<file path="src/hw/rtl/osam_pkg.sv">
// ----------------------------------------------------------------------------
// osam_pkg
// Shared types and constants for the open-sensor alert monitor.
// ----------------------------------------------------------------------------
package osam_pkg;

  // Configuration register widths and reset values
  localparam int unsigned DELAY_W    = 11;
  localparam int unsigned QUIET_W    = 31;
  localparam int unsigned CFG_DATA_W = 31;
  localparam int unsigned CFG_IDX_W  = 1;

  localparam logic [DELAY_W-1:0] DELAY_RESET = 11'd5;
  localparam logic [QUIET_W-1:0] QUIET_RESET = 31'd30000;

  // Register indexes
  localparam logic [CFG_IDX_W-1:0] CFG_NOTIFY_DELAY = 1'd0;
  localparam logic [CFG_IDX_W-1:0] CFG_QUIET_PERIOD = 1'd1;

  // Milliseconds per minute; product with the delay register fits 27 bits
  localparam int unsigned MS_MIN_W = 16;
  localparam logic [MS_MIN_W-1:0] MS_PER_MINUTE = 16'd60000;
  localparam int unsigned PROD_W = DELAY_W + MS_MIN_W;

  // Input field widths
  localparam int unsigned NOW_W   = 32;
  localparam int unsigned IN_DATA_W  = 40;  // sensor_open + now_ms, byte padded
  localparam int unsigned OUT_DATA_W = 8;

  // Item kinds
  typedef enum logic [1:0] {
    MODE_SAMPLE = 2'd0,
    MODE_PAUSE  = 2'd1,
    MODE_SLEEP  = 2'd2
  } mode_t;

  // Indicator codes
  localparam logic [1:0] IND_CLOSED    = 2'd0;
  localparam logic [1:0] IND_OPEN      = 2'd1;
  localparam logic [1:0] IND_NOTIFIED  = 2'd2;
  localparam logic [1:0] IND_PAUSED    = 2'd3;

  // Result beat, last member in the lowest bit
  typedef struct packed {
    logic       paused_now;
    logic       sleep_allowed;
    logic       notify_close;
    logic       notify_open;
    logic [1:0] indicator;
    logic       indicator_set;
  } result_t;

endpackage

</file>
<file path="src/hw/rtl/open_sensor_alert_monitor.sv">
// ----------------------------------------------------------------------------
// open_sensor_alert_monitor
// Door/lid sensor monitor on a free-running ms clock: open/close notices,
// pause handling and short-sleep permission, one result beat per input beat.
// Result beat: registered in a single result register, valid the cycle after its input beat is taken.
// Throughput: 1 beat per cycle; s_axis_tready drops only while the result
//   register holds a beat that the sink is not taking.
// Reset: rst (sync, active high) clears all timestamps and pause, empties the
//   result register, and loads delay 5 min / quiet period 30000 ms.
// ----------------------------------------------------------------------------
module open_sensor_alert_monitor #(
  parameter int unsigned TIME_BITS = 32   // timestamp width, 16..64
) (
  input  logic                                 clk,
  input  logic                                 rst,
  // input stream
  input  logic                                 s_axis_tvalid,
  output logic                                 s_axis_tready,
  input  logic [osam_pkg::IN_DATA_W-1:0]       s_axis_tdata,  // [0] sensor_open, [32:1] now_ms
  input  logic [1:0]                           s_axis_tuser,  // [1:0] mode
  // result stream
  output logic                                 m_axis_tvalid,
  input  logic                                 m_axis_tready,
  output logic [osam_pkg::OUT_DATA_W-1:0]      m_axis_tdata,  // [0] indicator_set,
                                                              // [2:1] indicator,
                                                              // [3] notify_open,
                                                              // [4] notify_close,
                                                              // [5] sleep_allowed,
                                                              // [6] paused_now
  // configuration
  input  logic                                 cfg_we,
  input  logic [osam_pkg::CFG_IDX_W-1:0]       cfg_index,
  input  logic [osam_pkg::CFG_DATA_W-1:0]      cfg_data
);

  // Width used for the quiet-period compare: covers both operands
  localparam int unsigned CMP_W = TIME_BITS + osam_pkg::QUIET_W;

  // --------------------------------------------------------------------------
  // Configuration registers
  // --------------------------------------------------------------------------
  logic [osam_pkg::DELAY_W-1:0] notify_delay_minutes;
  logic [osam_pkg::QUIET_W-1:0] quiet_period_ms;

  always_ff @(posedge clk) begin
    if (rst) begin
      notify_delay_minutes <= osam_pkg::DELAY_RESET;
      quiet_period_ms      <= osam_pkg::QUIET_RESET;
    end else if (cfg_we) begin
      case (cfg_index)
        osam_pkg::CFG_NOTIFY_DELAY: notify_delay_minutes <= cfg_data[osam_pkg::DELAY_W-1:0];
        osam_pkg::CFG_QUIET_PERIOD: quiet_period_ms      <= cfg_data[osam_pkg::QUIET_W-1:0];
        default: ;
      endcase
    end
  end

  // --------------------------------------------------------------------------
  // Monitor state
  // --------------------------------------------------------------------------
  logic [TIME_BITS-1:0] opened_at, opened_at_next;
  logic [TIME_BITS-1:0] closed_at, closed_at_next;
  logic [TIME_BITS-1:0] open_notice_at, open_notice_at_next;
  logic [TIME_BITS-1:0] close_notice_at, close_notice_at_next;
  logic                 paused, paused_next;

  // Output register
  osam_pkg::result_t    res, res_next;
  logic                 out_valid;

  // Handshake: take a beat whenever the result register is free or draining
  logic accept;
  assign s_axis_tready = !out_valid || m_axis_tready;
  assign accept        = s_axis_tvalid && s_axis_tready;

  // --------------------------------------------------------------------------
  // Field unpacking, resized to the timestamp width
  // --------------------------------------------------------------------------
  logic                                  level;
  logic [osam_pkg::NOW_W-1:0]            now_ms;
  logic [TIME_BITS+osam_pkg::NOW_W-1:0]  now_ext;
  logic [TIME_BITS-1:0]                  now_t;

  assign level   = s_axis_tdata[0];
  assign now_ms  = s_axis_tdata[osam_pkg::NOW_W:1];
  assign now_ext = {{TIME_BITS{1'b0}}, now_ms};
  assign now_t   = now_ext[TIME_BITS-1:0];

  // Open-notice delay in ms, wrapped to the timestamp width
  logic [osam_pkg::PROD_W-1:0]           delay_prod;
  logic [TIME_BITS+osam_pkg::PROD_W-1:0] delay_ext;
  logic [TIME_BITS-1:0]                  delay_ms;

  assign delay_prod = notify_delay_minutes * osam_pkg::MS_PER_MINUTE;
  assign delay_ext  = {{TIME_BITS{1'b0}}, delay_prod};
  assign delay_ms   = delay_ext[TIME_BITS-1:0];

  // Sensor state as held in the timestamps
  logic is_open;
  assign is_open = (opened_at != '0) && (opened_at > closed_at);

  // Elapsed open time for the open notice
  logic [TIME_BITS-1:0] elapsed;
  assign elapsed = now_t - opened_at;

  // Latest activity for the sleep check: two-level max tree
  logic [TIME_BITS-1:0] max_oc, max_nn, last_act, quiet_diff;
  logic [CMP_W-1:0]     diff_ext, quiet_ext;
  logic                 quiet_ok;

  assign max_oc     = (opened_at > closed_at) ? opened_at : closed_at;
  assign max_nn     = (open_notice_at > close_notice_at) ? open_notice_at : close_notice_at;
  assign last_act   = (max_oc > max_nn) ? max_oc : max_nn;
  assign quiet_diff = now_t - last_act;
  assign diff_ext   = {{osam_pkg::QUIET_W{1'b0}}, quiet_diff};
  assign quiet_ext  = {{TIME_BITS{1'b0}}, quiet_period_ms};
  // signed difference: negative never qualifies
  assign quiet_ok   = !quiet_diff[TIME_BITS-1] && (diff_ext > quiet_ext);

  // --------------------------------------------------------------------------
  // Per-beat update
  // --------------------------------------------------------------------------
  always_comb begin
    opened_at_next       = opened_at;
    closed_at_next       = closed_at;
    open_notice_at_next  = open_notice_at;
    close_notice_at_next = close_notice_at;
    paused_next          = paused;
    res_next             = '0;

    case (s_axis_tuser)
      osam_pkg::MODE_SAMPLE: begin
        if (paused) begin
          // Paused: hold indicator until the sensor closes
          res_next.indicator_set = 1'b1;
          res_next.indicator     = osam_pkg::IND_PAUSED;
          if (is_open) begin
            if (!level) begin
              paused_next          = 1'b0;
              opened_at_next       = '0;
              closed_at_next       = '0;
              open_notice_at_next  = '0;
              close_notice_at_next = '0;
            end
          end else if (level) begin
            opened_at_next = now_t;
          end
        end else if (is_open) begin
          if (!level) begin
            closed_at_next         = now_t;
            res_next.indicator_set = 1'b1;
            res_next.indicator     = osam_pkg::IND_CLOSED;
            if (open_notice_at > opened_at) begin
              close_notice_at_next  = now_t;
              res_next.notify_close = 1'b1;
            end
          end else if ((elapsed >= delay_ms) && (open_notice_at < opened_at)) begin
            open_notice_at_next    = now_t;
            res_next.notify_open   = 1'b1;
            res_next.indicator_set = 1'b1;
            res_next.indicator     = osam_pkg::IND_NOTIFIED;
          end
        end else begin
          res_next.indicator_set = 1'b1;
          if (level) begin
            opened_at_next     = now_t;
            res_next.indicator = osam_pkg::IND_OPEN;
          end else begin
            res_next.indicator = osam_pkg::IND_CLOSED;
          end
        end
      end
      osam_pkg::MODE_PAUSE: begin
        paused_next          = !paused && is_open;
        opened_at_next       = '0;
        closed_at_next       = '0;
        open_notice_at_next  = '0;
        close_notice_at_next = '0;
      end
      osam_pkg::MODE_SLEEP: begin
        res_next.sleep_allowed = !paused && !is_open && quiet_ok;
      end
      default: ;  // unused code: no change
    endcase

    res_next.paused_now = paused_next;
  end

  always_ff @(posedge clk) begin
    if (rst) begin
      opened_at       <= '0;
      closed_at       <= '0;
      open_notice_at  <= '0;
      close_notice_at <= '0;
      paused          <= 1'b0;
    end else if (accept) begin
      opened_at       <= opened_at_next;
      closed_at       <= closed_at_next;
      open_notice_at  <= open_notice_at_next;
      close_notice_at <= close_notice_at_next;
      paused          <= paused_next;
    end
  end

  // Result register
  always_ff @(posedge clk) begin
    if (rst) begin
      out_valid <= 1'b0;
    end else if (accept) begin
      out_valid <= 1'b1;
    end else if (m_axis_tready) begin
      out_valid <= 1'b0;
    end
  end

  always_ff @(posedge clk) begin
    if (accept) begin
      res <= res_next;
    end
  end

  assign m_axis_tvalid = out_valid;
  assign m_axis_tdata  = {1'b0, res};

  // --------------------------------------------------------------------------
  // Assertions
  // --------------------------------------------------------------------------
  a_beat_lands: assert property (@(posedge clk) disable iff (rst)
    accept |=> m_axis_tvalid)
    else $error("accepted beat did not reach the result register");

  a_one_notice: assert property (@(posedge clk) disable iff (rst)
    m_axis_tvalid |-> !(res.notify_open && res.notify_close))
    else $error("open and close notices in the same beat");

  a_sleep_unpaused: assert property (@(posedge clk) disable iff (rst)
    m_axis_tvalid && res.sleep_allowed |-> !res.paused_now)
    else $error("sleep allowed while paused");

  a_pause_mirror: assert property (@(posedge clk) disable iff (rst)
    accept |=> (res.paused_now == paused))
    else $error("paused_now differs from pause state");

endmodule

</file>
<file path="config.mk">
export PLATFORM = sky130hd
export DESIGN_NAME = open_sensor_alert_monitor
export DESIGN_NICKNAME = d
export VERILOG_FILES = /design/src/hw/rtl/osam_pkg.sv /design/src/hw/rtl/open_sensor_alert_monitor.sv
export SDC_FILE = /design/constraint.sdc
export NUM_CORES = 1
export LEC_CHECK = 0
export ABC_AREA = 0
export BUFFER_PORTS_ARGS = -buffer_cell sky130_fd_sc_hd__buf_2
export CAP_MARGIN = 20
export CORE_MARGIN = 3
export CORE_UTILIZATION = 58
export DETAILED_ROUTE_END_ITERATION = 10
export PLACE_DENSITY = 0.76
export SYNTH_ARGS = -nofsm -noshare
export SYNTH_HDL_FRONTEND = slang
export SYNTH_SLANG_ARGS = --single-unit
</file>
<file path="constraint.sdc">
create_clock -name clk -period 18.1 [get_ports clk]
set_input_delay 0.905 -clock clk [delete_from_list [all_inputs] [get_ports clk]]
set_output_delay 0.905 -clock clk [all_outputs]
set_load 0.05 [all_outputs]
</file>
==> out/metrics.yaml, run 1 <==
status: "completed"
slew_headroom: 0.3152
synth_top_area_share: 0.2249
critical-path-slowest-cell: "sky130_fd_sc_hd__a221oi_1"
synth_nets: 2577
maximum_number_of_pins_on_one_net_before_global_route_repair: 89
hold_viol: 0
grt_remaining_overflow: 0
ff2ff_path_depth: 38
synth_cells: 2151
multiInputGateArea_mm2: 0.01246
max_slew.worst_pin.slew_ns: 1.027
number_of_antenna_violations_at_the_first_check_in_global_routing: 3
fill_cells: 2519
cts_inserted_buffers: 17
layout.area.seq_mm2: 0.003654
nNetsFinal: 2615
vias_per_cell: 6.110
timing.setup.critical_path_class: "reg2reg"
grt.total_usage: 0.3237
routed_wire_per_std_cell_um: 19.80
irDropWorstVdd_mv: 0.1040
synthesis.area_per_instance_um2: 7.992
dieHeight_um: 178.2
core_area_mm2: 0.02894
num_vias: 15807
layout_min_cycle_time_ns: 11.56
clock_path_buffers: 2
worst_path_max_stage_delay_ns: 0.76
num_rows: 62
cp_max_fo: 47
tritoncts: "done"
worst_skew_pair.late_latency_ns: 0.46
grt_first_pass_wirelength_um: 80780
setup.worst_path.start_class: "register"
detail_route.iter0.violations: 1161
syn_to_final_growth_pct: 7.948
layout_cell_share_with_drive_strength_beyond_1: 0.06812
synth-seq-cells: 179
io_pins: 89
grt_pass1_vias: 15316
setup-violations-final: 0
yosys_warnings: 0
power.leakage_nw: 8.481
globalplace.congestion: 0.9863
firstDrtPassIters: 5
routed_wl_um: 51210
route.antenna.remaining_nets: 0
clock_skew_ns: 0.01112
die-area_mm2: 0.03174
timing.setup.tns_ns: 0
count_of_flip_flops_with_a_built_in_enable_after_synthesis: 7
detailed_placement_hpwl_um: 40000
min_path_cells: 2
power_density_mw_per_mm2: 146.7
numPortBuffers: 80
fp.dieW_um: 178.2
finalCritPeriodShare: 0.6388
syn_area_mm2: 0.01719
cts-hold-fix-buffers: 0
report.power.total_mw: 2.723
timing.reg2reg.setup_slack_ns: 6.54
critical_path.endpoint_type: "register"
cts.htree.levels: 4
synth_sequential_area_ratio: 0.2125
place_area_mm2: 0.01790
clock_sinks: 179
postCtsResizedCells: 0
cts_post_setup_buffers_inserted: 0
maxClockFrequency_ghz: 0.08649
worst_ep_arrival_time_ns: 11.82
hold_path_class: "reg2reg"
drv.max_cap_violation_count: 0
rsz0062_at_grt: "false"
asyncSetResetFlopFracSynth: 0
synth_top_area_cell: "sky130_fd_sc_hd__ha_1"
clk_root_buffer_cell: "sky130_fd_sc_hd__clkbuf_16"
initial_utilization: 0.5941
design_area_mm2: 0.01856
drt_drc: 0
synth.area.top_cells: "sky130_fd_sc_hd__ha_1 22%, sky130_fd_sc_hd__dfxtp_1 20%, sky130_fd_sc_hd__nand2_1 6.7%"
finalMaxSlewViolations: 0
clock_slew_at_the_register_clock_pins_of_the_worst_setup_and_hold_paths_ns: 0.08
synthFlopType: "sky130_fd_sc_hd__dfxtp_1"
count_of_unique_library_cells_instantiated_by_yosys: 73
worst-endpoint-required_ns: 18.35
[worst max-delay path, delay by kind of cell (launching register included)]
| kind | cells | cell delay [ns] |
|---|---|---|
| flip-flops | 1 | 0.42 |
| multiplexers | 1 | 0.29 |
| XOR/XNOR | 1 | 0.16 |
| AO/OA/AOI/OAI | 20 | 5.77 |
| buffers and inverters | 2 | 0.90 |
| adder cells (fa/ha/maj) | 4 | 1.21 |
| AND/OR/NAND/NOR | 10 | 2.60 |
[cell usage in the layout, fill, tap and decap left out, types with 13 or more instances in the layout]
cell and count:
sky130_fd_sc_hd__inv_1 218, sky130_fd_sc_hd__nand3_1 30, sky130_fd_sc_hd__xnor2_1 48, sky130_fd_sc_hd__fa_1 38
sky130_fd_sc_hd__a22o_1 32, sky130_fd_sc_hd__a211oi_1 17, sky130_fd_sc_hd__buf_4 13, sky130_fd_sc_hd__and2_1 37
sky130_fd_sc_hd__a21o_1 62, sky130_fd_sc_hd__nor2_1 111, sky130_fd_sc_hd__a21oi_1 190, sky130_fd_sc_hd__clkbuf_16 17
sky130_fd_sc_hd__xor2_1 25, sky130_fd_sc_hd__o21ai_0 114, sky130_fd_sc_hd__mux2i_1 68, sky130_fd_sc_hd__o21a_1 24
sky130_fd_sc_hd__ha_1 309, sky130_fd_sc_hd__nor2b_1 19, sky130_fd_sc_hd__nand2b_1 13, sky130_fd_sc_hd__nand4_1 46
sky130_fd_sc_hd__dfxtp_1 172, sky130_fd_sc_hd__nand2_1 305, sky130_fd_sc_hd__nor4_1 13, sky130_fd_sc_hd__nor3_1 20
sky130_fd_sc_hd__buf_2 79
[synth_stat cells, types with 6 or more instances]
| cell | n |
|---|---|
| sky130_fd_sc_hd__o21bai_1 | 12 |
| sky130_fd_sc_hd__and2_1 | 37 |
| sky130_fd_sc_hd__o31ai_1 | 7 |
| sky130_fd_sc_hd__nor4_1 | 13 |
| sky130_fd_sc_hd__nand4_1 | 46 |
| sky130_fd_sc_hd__a221oi_1 | 9 |
| sky130_fd_sc_hd__nand2b_1 | 13 |
| sky130_fd_sc_hd__a22o_1 | 32 |
| sky130_fd_sc_hd__a31oi_1 | 12 |
| sky130_fd_sc_hd__nor2_1 | 113 |
| sky130_fd_sc_hd__or3_1 | 6 |
| sky130_fd_sc_hd__nor3_1 | 21 |
| sky130_fd_sc_hd__xnor2_1 | 48 |
| sky130_fd_sc_hd__clkbuf_1 | 63 |
| sky130_fd_sc_hd__buf_1 | 7 |
| sky130_fd_sc_hd__fa_1 | 38 |
| sky130_fd_sc_hd__a21oi_1 | 192 |
| sky130_fd_sc_hd__a21o_1 | 62 |
| sky130_fd_sc_hd__ha_1 | 309 |
| sky130_fd_sc_hd__o21a_1 | 24 |
| sky130_fd_sc_hd__dfxtp_1 | 172 |
| sky130_fd_sc_hd__xor2_1 | 25 |
| sky130_fd_sc_hd__nor2b_1 | 19 |
| sky130_fd_sc_hd__mux2i_1 | 68 |
| sky130_fd_sc_hd__and3_1 | 9 |
| sky130_fd_sc_hd__a2111oi_0 | 7 |
| sky130_fd_sc_hd__inv_1 | 218 |
| sky130_fd_sc_hd__edfxtp_1 | 7 |
| sky130_fd_sc_hd__nand3b_1 | 11 |
| sky130_fd_sc_hd__o211ai_1 | 7 |
| sky130_fd_sc_hd__nand2_1 | 305 |
| sky130_fd_sc_hd__nand3_1 | 30 |
| sky130_fd_sc_hd__a211oi_1 | 17 |
| sky130_fd_sc_hd__o31a_1 | 6 |
| sky130_fd_sc_hd__o21ai_0 | 114 |
[sequential cells by signal (all words and copies together), names as in the netlist]
| name | cells |
|---|---|
| close_notice_at | 32 |
| closed_at | 32 |
| open_notice_at | 32 |
| opened_at | 32 |
| quiet_period_ms | 31 |
| notify_delay_minutes | 11 |
| m_axis_tdata | 7 |
| m_axis_tvalid | 1 |
| paused | 1 |
[layer usage]
metal  share of wire  global-route usage
met5         0.00047                   0
met4           0.047              0.1479
met3           0.065             0.05726
met2            0.47              0.5456
met1            0.42              0.4024
[path summary, 6_finish.rpt]
path / startpoint / endpoint
setup reg to reg: open_notice_at[22] / m_axis_tdata[5]
setup / recovery: open_notice_at[22] / m_axis_tdata[5]
hold reg to reg: closed_at[15] / closed_at[15]
hold / removal: closed_at[15] / closed_at[15]
[stage by stage]
step	hold slack, ns	worst slack, ns	instances	util
final	0.4562	6.539	2587	0.6414
after global routing	0.4695	5.993	2586	0.6413
after CTS	0.4573	6.825	2584	0.6394
after detailed placement	0.4465	6.909	2552	0.6188
after global placement	0.4430	7.010	2552	0.6188
after floorplan	0.4363	8.944	2151	-
[power by group]
| group | total (mW) | switching, mW | internal [mW] |
|---|---|---|---|
| clock network | 0.391 | 0.188 | 0.204 |
| logic | 1.90 | 1.15 | 0.753 |
| registers | 0.430 | 0.0167 | 0.413 |
| total | 2.72 | 1.35 | 1.37 |
[cells by family (layout without fill, tap and decap cells)]
logic type	after synthesis	after routing	share of synthesized area
adders and majority gates	347	347	0.2691
xor gates and xnor gates	73	73	0.03719
AOI/OAI and AO/OA	550	550	0.2047
buffers and inverters	293	344	0.06557
DFF	179	179	0.2125
muxes	69	69	0.04025
and+or+nand+nor	639	639	0.1704
other	1	2	0.0002181
[final cells by class]
cell class                 count  share of cell area
multi-input combinational   1679              0.6714
sequential                   179              0.1969
inverter                     218             0.04409
timing repair buffer          94             0.02953
tap                          384             0.02589
clock buffer                  20             0.02461
clock inverter                12            0.007484
antenna                        1           0.0001348
Note: power is estimated with default switching activity, not from simulation.
==> run 2: changes to the inputs <==
Settings changed: ABC_AREA 0 to 1.
Clock period 18.1 ns to 11.3 ns, I/O delays scaled along.
==> out/metrics.yaml, run 2 <==
critical-path-slowest-cell: "sky130_fd_sc_hd__o31ai_1"
critical_path_buf_inv_count: 4  # +2
hold_path_class: "in2reg"
netSwitchingFraction: 0.5401  # +0.04313
report.power.total_mw: 5.199  # +91%
io_pins: 89  # unchanged
worst_path_max_stage_delay_ns: 0.58  # -0.18 ns
timing.reg2reg.setup_slack_ns: 2.58  # -3.96 ns
cp_max_fo: 62  # +32%
place_worst_setup_slack_ns: 2.673  # -4.237 ns
cts_inserted_buffers: 17  # unchanged
grt_remaining_overflow: 0  # unchanged
firstDrtPassIters: 6  # +1
clock_skew_ns: 0.01171  # +0.0005944 ns
numPortBuffers: 80  # unchanged
number_of_antenna_violations_at_the_first_check_in_global_routing: 0  # -3
detail_route.iter0.violations: 1478  # +27%
route.antenna.remaining_nets: 0  # unchanged
synthMuxAreaShare: 0  # -0.04025
routed_wire_per_std_cell_um: 17.13  # -13%
yosysMostFrequentCell: "sky130_fd_sc_hd__nand2_1"
timing.critical_path.mode_cell: "sky130_fd_sc_hd__nand2_1"
initial_utilization: 0.5945  # about the same
detailed_placement_hpwl_um: 43260  # +8.1%
layout.area.seq_mm2: 0.003654  # unchanged
setup-violations-final: 0  # unchanged
num_rows: 64  # +3.2%
die-area_mm2: 0.03385  # +6.6%
synth_cells: 2696  # +25%
yosys_warnings: 0  # unchanged
ys_top_cells_by_count: "510 x sky130_fd_sc_hd__nand2_1, 335 x sky130_fd_sc_hd__inv_1, 323 x sky130_fd_sc_hd__nor2_1"
multiInputGateArea_mm2: 0.01306  # +4.8%
power.leakage_nw: 9.760  # +15%
synth_top_area_cell: "sky130_fd_sc_hd__ha_1"
timing.setup.critical_path_class: "reg2reg"
status: "completed"
critical_path.endpoint_type: "register"
power.share.sequential: 0.140  # -0.018
routed_wl_um: 53490  # +4.5%
clock_slew_at_the_register_clock_pins_of_the_worst_setup_and_hold_paths_ns: 0.07  # about the same
net_switching_power_mw: 2.808  # +110%
slew_headroom: 0.2727  # -0.04250
cts.htree.levels: 4  # unchanged
fp.dieW_um: 184.0  # +3.3%
synth-simple-area-share: 0.2334  # +0.06304
max_slew.worst_pin.slew_ns: 1.091  # +0.06376 ns
timing.setup.tns_ns: 0  # unchanged
leading_cell_type_in_the_layout_fill_and_taps_excluded: "sky130_fd_sc_hd__nand2_1"
postCtsResizedCells: 0  # unchanged
synth_top_area_share: 0.2104  # -0.01449
layout_cell_share_with_drive_strength_beyond_1: 0.06236  # -0.005757
synth_sequential_area_ratio: 0.1988  # -0.01369
syn_to_final_growth_pct: 6.394
synth_nets: 3122  # +21%
count_of_unique_library_cells_instantiated_by_yosys: 56  # -23%
core_area_mm2: 0.03091  # +6.8%
finalCritPeriodShare: 0.7715  # +0.1328
count_of_flip_flops_with_a_built_in_enable_after_synthesis: 7  # unchanged
vias_per_cell: 5.795  # -5.2%
synthFlopType: "sky130_fd_sc_hd__dfxtp_1"
dieHeight_um: 184.0  # +3.3%
rsz0062_at_grt: "false"
hold_viol: 0  # unchanged
cts_post_setup_buffers_inserted: 0  # unchanged
grt_first_pass_wirelength_um: 86010  # +6.5%
antenna_cells: 0  # -1
irDropWorstVdd_mv: 0.1295  # +24%
synthesis.area_per_instance_um2: 6.816  # -15%
syn_area_mm2: 0.01838  # +6.9%
clock_power_share: 0.120  # -0.024
asyncSetResetFlopFracSynth: 0  # unchanged
intPower_mw: 2.391  # +75%
drv.max_cap_violation_count: 0  # unchanged
clk_root_buffer_cell: "sky130_fd_sc_hd__clkbuf_16"
hold_slack_ns: 0.3380  # -0.1182 ns
cts-hold-fix-buffers: 0  # unchanged
grt.total_usage: 0.3151  # -0.008623
synth-seq-cells: 179  # unchanged
maximum_number_of_pins_on_one_net_before_global_route_repair: 114  # +28%
synth-adder-area-share: 0.2518  # -0.01734
worst_skew_pair.late_latency_ns: 0.46  # about the same
num_vias: 18091  # +14%
setup.worst_path.start_class: "register"
share_comb_of_total_power: 0.740  # +0.042
tritoncts: "done"
clock_path_buffers: 2  # unchanged
clock_sinks: 179  # unchanged
worst_ep_arrival_time_ns: 9.03  # -2.79 ns
layout_setup_ws_ns: 2.582  # -3.957 ns
worst_path_dominant_cell_family: "simple AND/OR/NAND/NOR gates"
maxClockFrequency_ghz: 0.1147  # +33%
utilization_of_the_core_after_routing: 0.6325  # -0.008867
layout_min_cycle_time_ns: 8.718  # -2.843 ns
synth_top_family_by_area: "adder cells"
post_synth_xor_area_fraction: 0.03432  # -0.002872
grt_pass1_vias: 17061  # +11%
synth_compound_gate_area_share: 0.1894  # -0.01530
finalMaxSlewViolations: 0  # unchanged
top_library_cells_by_usage_in_the_layout_fill_and_taps_aside: "510 x sky130_fd_sc_hd__nand2_1, 334 x sky130_fd_sc_hd__inv_1, 323 x sky130_fd_sc_hd__nor2_1"
nNetsFinal: 3140  # +20%
power_density_mw_per_mm2: 265.9  # +81%
fill_cells: 2939  # +17%
globalplace.congestion: 0.9797  # -0.67%
drt_drc: 0  # unchanged
worst-endpoint-required_ns: 11.61  # -6.74 ns
synth.area.top_cells: "sky130_fd_sc_hd__ha_1 21%, sky130_fd_sc_hd__dfxtp_1 19%, sky130_fd_sc_hd__nand2_1 10%"
-- run 2: cell count changes in the layout (fill, tap and decap cells not counted), sizes merged, moves of 66 or more --
cell	delta
inv	+115
nand3	+66
nand2	+213
mux2i	-68
o21ai	+109
nor2	+212
a21oi	+147
-- run 2: layer usage --
layer	wire (um)	global-route usage	up-vias
li1	-	-	8995
met1	24040	0.4348	8327
met2	23480	0.5008	677
met3	4364	0.05580	92
met4	1610	0.1031	0
met5	0	0	-
-- run 2: through the flow --
step                instance area, um2  std cells
floorplan                        18380       2696
global placement                 18930       3090
detailed placement               18930       3090
CTS                              19520       3121
global route                     19550       3122
finish                           19550       3122
-- run 2: path summary, 6_finish.rpt --
path / end / depth (start not counted) / startpoint
max: m_axis_tdata[5] / 44 / opened_at[31]
min: quiet_period_ms[13] / 3 / cfg_data[13]
max reg2reg: m_axis_tdata[5] / 44 / opened_at[31]
min reg2reg: quiet_period_ms[15] / 2 / quiet_period_ms[15]
-- run 2: logic make-up after synthesis --
| family | after synthesis |
|---|---|
| and+or+nand+nor | 1032 |
| AOI/OAI and AO/OA | 638 |
| buffers and inverters | 427 |
| adders and majority gates | 347 |
| DFF | 179 |
| xor gates and xnor gates | 72 |
| other | 1 |
-- run 2: cell type report --
class,count,area share
Clock inverter,11,0.005824
Tap cell,396,0.02534
Inverter,337,0.06477
Multi-Input combinational cell,2090,0.6678
Clock buffer,20,0.02445
Sequential cell,179,0.1869
Timing Repair Buffer,89,0.02496
-- run 2: power groups by stage --
stage          clock (mW)  combinational [mW]  sequential (mW)
2_1_floorplan           0                2.77            0.739
3_3_place_gp            0                3.63            0.738
3_5_place_dp            0                3.78            0.739
4_1_cts             0.629                3.79            0.725
5_1_grt             0.658                4.36            0.732
6_report            0.624                3.85            0.726
-- run 2: worst reg2reg max path: cells and delay by family (launching register included) --
kind | cells | cell delay, ns
AO/OA/AOI/OAI | 8 | 2.14
XOR/XNOR | 1 | 0.16
adder cells (fa/ha/maj) | 4 | 1.44
buffers and inverters | 4 | 0.58
flip-flops | 1 | 0.37
AND/OR/NAND/NOR | 27 | 3.87
==> run 3: changes to the inputs <==
Clock period 11.3 ns to 8.8 ns, I/O delays scaled along.
==> out/metrics.yaml, run 3 (synthesis results as in run 2) <==
status: "completed"
fp.dieW_um: 184.0  # unchanged
dieHeight_um: 184.0  # unchanged
detail_route.iter0.violations: 1372  # -7.2%
met3_length_um: 4456  # +2.1%
globalplace.congestion: 0.9998  # +2.1%
numPortBuffers: 80  # unchanged
nNetsFinal: 3144  # +0.13%
worst_skew_pair.late_latency_ns: 0.46  # about the same
tritoncts: "done"
vias_per_cell: 5.749  # -0.79%
timing.hold.worst.start: "cfg_data[14]"
num_rows: 64  # unchanged
drv.max_cap_violation_count: 0  # unchanged
route.antenna.remaining_nets: 0  # unchanged
cts.htree.levels: 4  # unchanged
clock_path_buffers: 2  # unchanged
finalMaxSlewViolations: 0  # unchanged
cp_max_fo: 63  # +1.6%
hold_path_class: "in2reg"
grt_pass1_vias: 17064  # +0.018%
setup-violations-final: 0  # unchanged
irDropWorstVdd_mv: 0.1889  # +46%
layout_min_cycle_time_ns: 8.022  # -0.6960 ns
cts_inserted_buffers: 17  # unchanged
cts-hold-fix-buffers: 0  # unchanged
worst-endpoint-required_ns: 9.02  # -2.59 ns
grt_first_pass_wirelength_um: 85340  # -0.78%
timing.critical_path.from: "close_notice_at[29]"
clk_root_buffer_cell: "sky130_fd_sc_hd__clkbuf_16"
met2_wirelength_um: 23730  # +1.0%
timing.setup.tns_ns: 0  # unchanged
maximum_number_of_pins_on_one_net_before_global_route_repair: 96  # -16%
layout_setup_ws_ns: 0.7780  # -1.804 ns
place_worst_setup_slack_ns: 0.7598  # -1.913 ns
power.leakage_nw: 9.777  # +0.17%
reg2reg_from: "close_notice_at[29]"
antenna_cells: 0  # unchanged
routed_wl_um: 53670  # +0.33%
detailed_placement_hpwl_um: 43780  # +1.2%
leading_cell_type_in_the_layout_fill_and_taps_excluded: "sky130_fd_sc_hd__nand2_1"
hold_viol: 0  # unchanged
timing.setup.critical_path_class: "reg2reg"
report.power.total_mw: 6.730  # +29%
num_vias: 17977  # -0.63%
critical-path-slowest-cell: "sky130_fd_sc_hd__fa_1"
number_of_antenna_violations_at_the_first_check_in_global_routing: 1  # +1
drt_drc: 0  # unchanged
rsz0062_at_grt: "false"
dr.max_layer_used: "met5"
timing.critical_path.mode_cell: "sky130_fd_sc_hd__nand2_1"
maxClockFrequency_ghz: 0.1247  # +8.7%
grt.total_usage: 0.3161  # +0.001040
io_pins: 89  # unchanged
finalCritPeriodShare: 0.9116  # +0.1401
clock_slew_at_the_register_clock_pins_of_the_worst_setup_and_hold_paths_ns: 0.08  # about the same
worst_path_max_stage_delay_ns: 0.50  # -0.08 ns
initial_utilization: 0.5945  # unchanged
layout_cell_share_with_drive_strength_beyond_1: 0.06408  # +0.001717
detail_route.wirelength.met1_um: 23850  # -0.77%
core_area_mm2: 0.03091  # unchanged
top_library_cells_by_usage_in_the_layout_fill_and_taps_aside: "510 x sky130_fd_sc_hd__nand2_1, 334 x sky130_fd_sc_hd__inv_1, 323 x sky130_fd_sc_hd__nor2_1"
routed_wire_per_std_cell_um: 17.16  # +0.17%
clock_sinks: 179  # unchanged
die-area_mm2: 0.03385  # unchanged
max_slew.worst_pin.slew_ns: 1.075  # -0.01563 ns
power_density_mw_per_mm2: 343.5  # +29%
slew_headroom: 0.2823  # +0.009634
clock_skew_ns: 0.01201  # +0.0002963 ns
grt_remaining_overflow: 0  # unchanged
worst_ep_arrival_time_ns: 8.24  # -0.79 ns
syn_to_final_growth_pct: 6.639
critical_path.endpoint_type: "register"
firstDrtPassIters: 6  # unchanged
setup.worst_path.start_class: "register"
-- run 3: cell types whose count changed in the layout (fill, tap and decap cells not counted) --
cell                         delta
sky130_fd_sc_hd__buf_4          +3
sky130_fd_sc_hd__clkinv_2       -2
sky130_fd_sc_hd__clkinv_8       +2
sky130_fd_sc_hd__buf_6          +1
sky130_fd_sc_hd__clkbuf_16      -1
sky130_fd_sc_hd__clkbuf_8       -1
sky130_fd_sc_hd__clkinvlp_4     +1
sky130_fd_sc_hd__inv_6          +1
sky130_fd_sc_hd__inv_8          +1
-- run 3: power by group --
part	internal [mW]	switching (mW)
logic	1.78	3.21
clock network	0.413	0.395
registers	0.880	0.0515
total	3.08	3.65
-- run 3: area by class of cell --
class	count	area (um2)
inverters	337	1266
multi-input cells	2090	13060
well taps	396	495.5
clock inverters	14	163.9
fillers	2867	11310
flip-flops and latches	179	3654
repair buffers	93	521.8
clock buffers	18	439.2
-- run 3: what timing repair did --
item                       in CTS  in global routing
setup endpoints to repair       0                  1
setup buffers                   0                  0
gates resized for setup         0                  1
-- run 3: metrics by stage --
| stage | hold WS [ns] | cell area (um2) | instances | utilization |
|---|---|---|---|---|
| finish | 0.2003 | 19600 | 3127 | 0.6339 |
| global route | 0.1948 | 19600 | 3127 | 0.6339 |
| CTS | 0.1833 | 19560 | 3126 | 0.6329 |
| detailed placement | 0.4586 | 18960 | 3094 | 0.6134 |
| global placement | 0.4534 | 18960 | 3094 | 0.6134 |
| floorplan | 0.4353 | 18380 | 2696 | - |
-- run 3: metal layers --
metal | track usage | vias up
met4 | 0.1092 | 2
met2 | 0.5084 | 586
met1 | 0.4199 | 8288
met3 | 0.07083 | 84
met5 | 0 | -
li1 | - | 9017
-- run 3: final timing paths --
path / to / slack (ns) / cells after the start
setup / recovery: m_axis_tdata[5] / 0.78 / 37
hold / removal: quiet_period_ms[14] / 0.20 / 3
setup reg to reg: m_axis_tdata[5] / 0.78 / 37
hold reg to reg: quiet_period_ms[20] / 0.46 / 2
-- run 3: critical path, delay by kind of cell, from the launching register on --
family | cells | cell delay (ns)
buffers and inverters | 5 | 0.61
XOR/XNOR | 1 | 0.07
AO/OA/AOI/OAI | 9 | 2.38
adder cells (fa/ha/maj) | 4 | 1.42
AND/OR/NAND/NOR | 18 | 2.93
flip-flops | 1 | 0.33
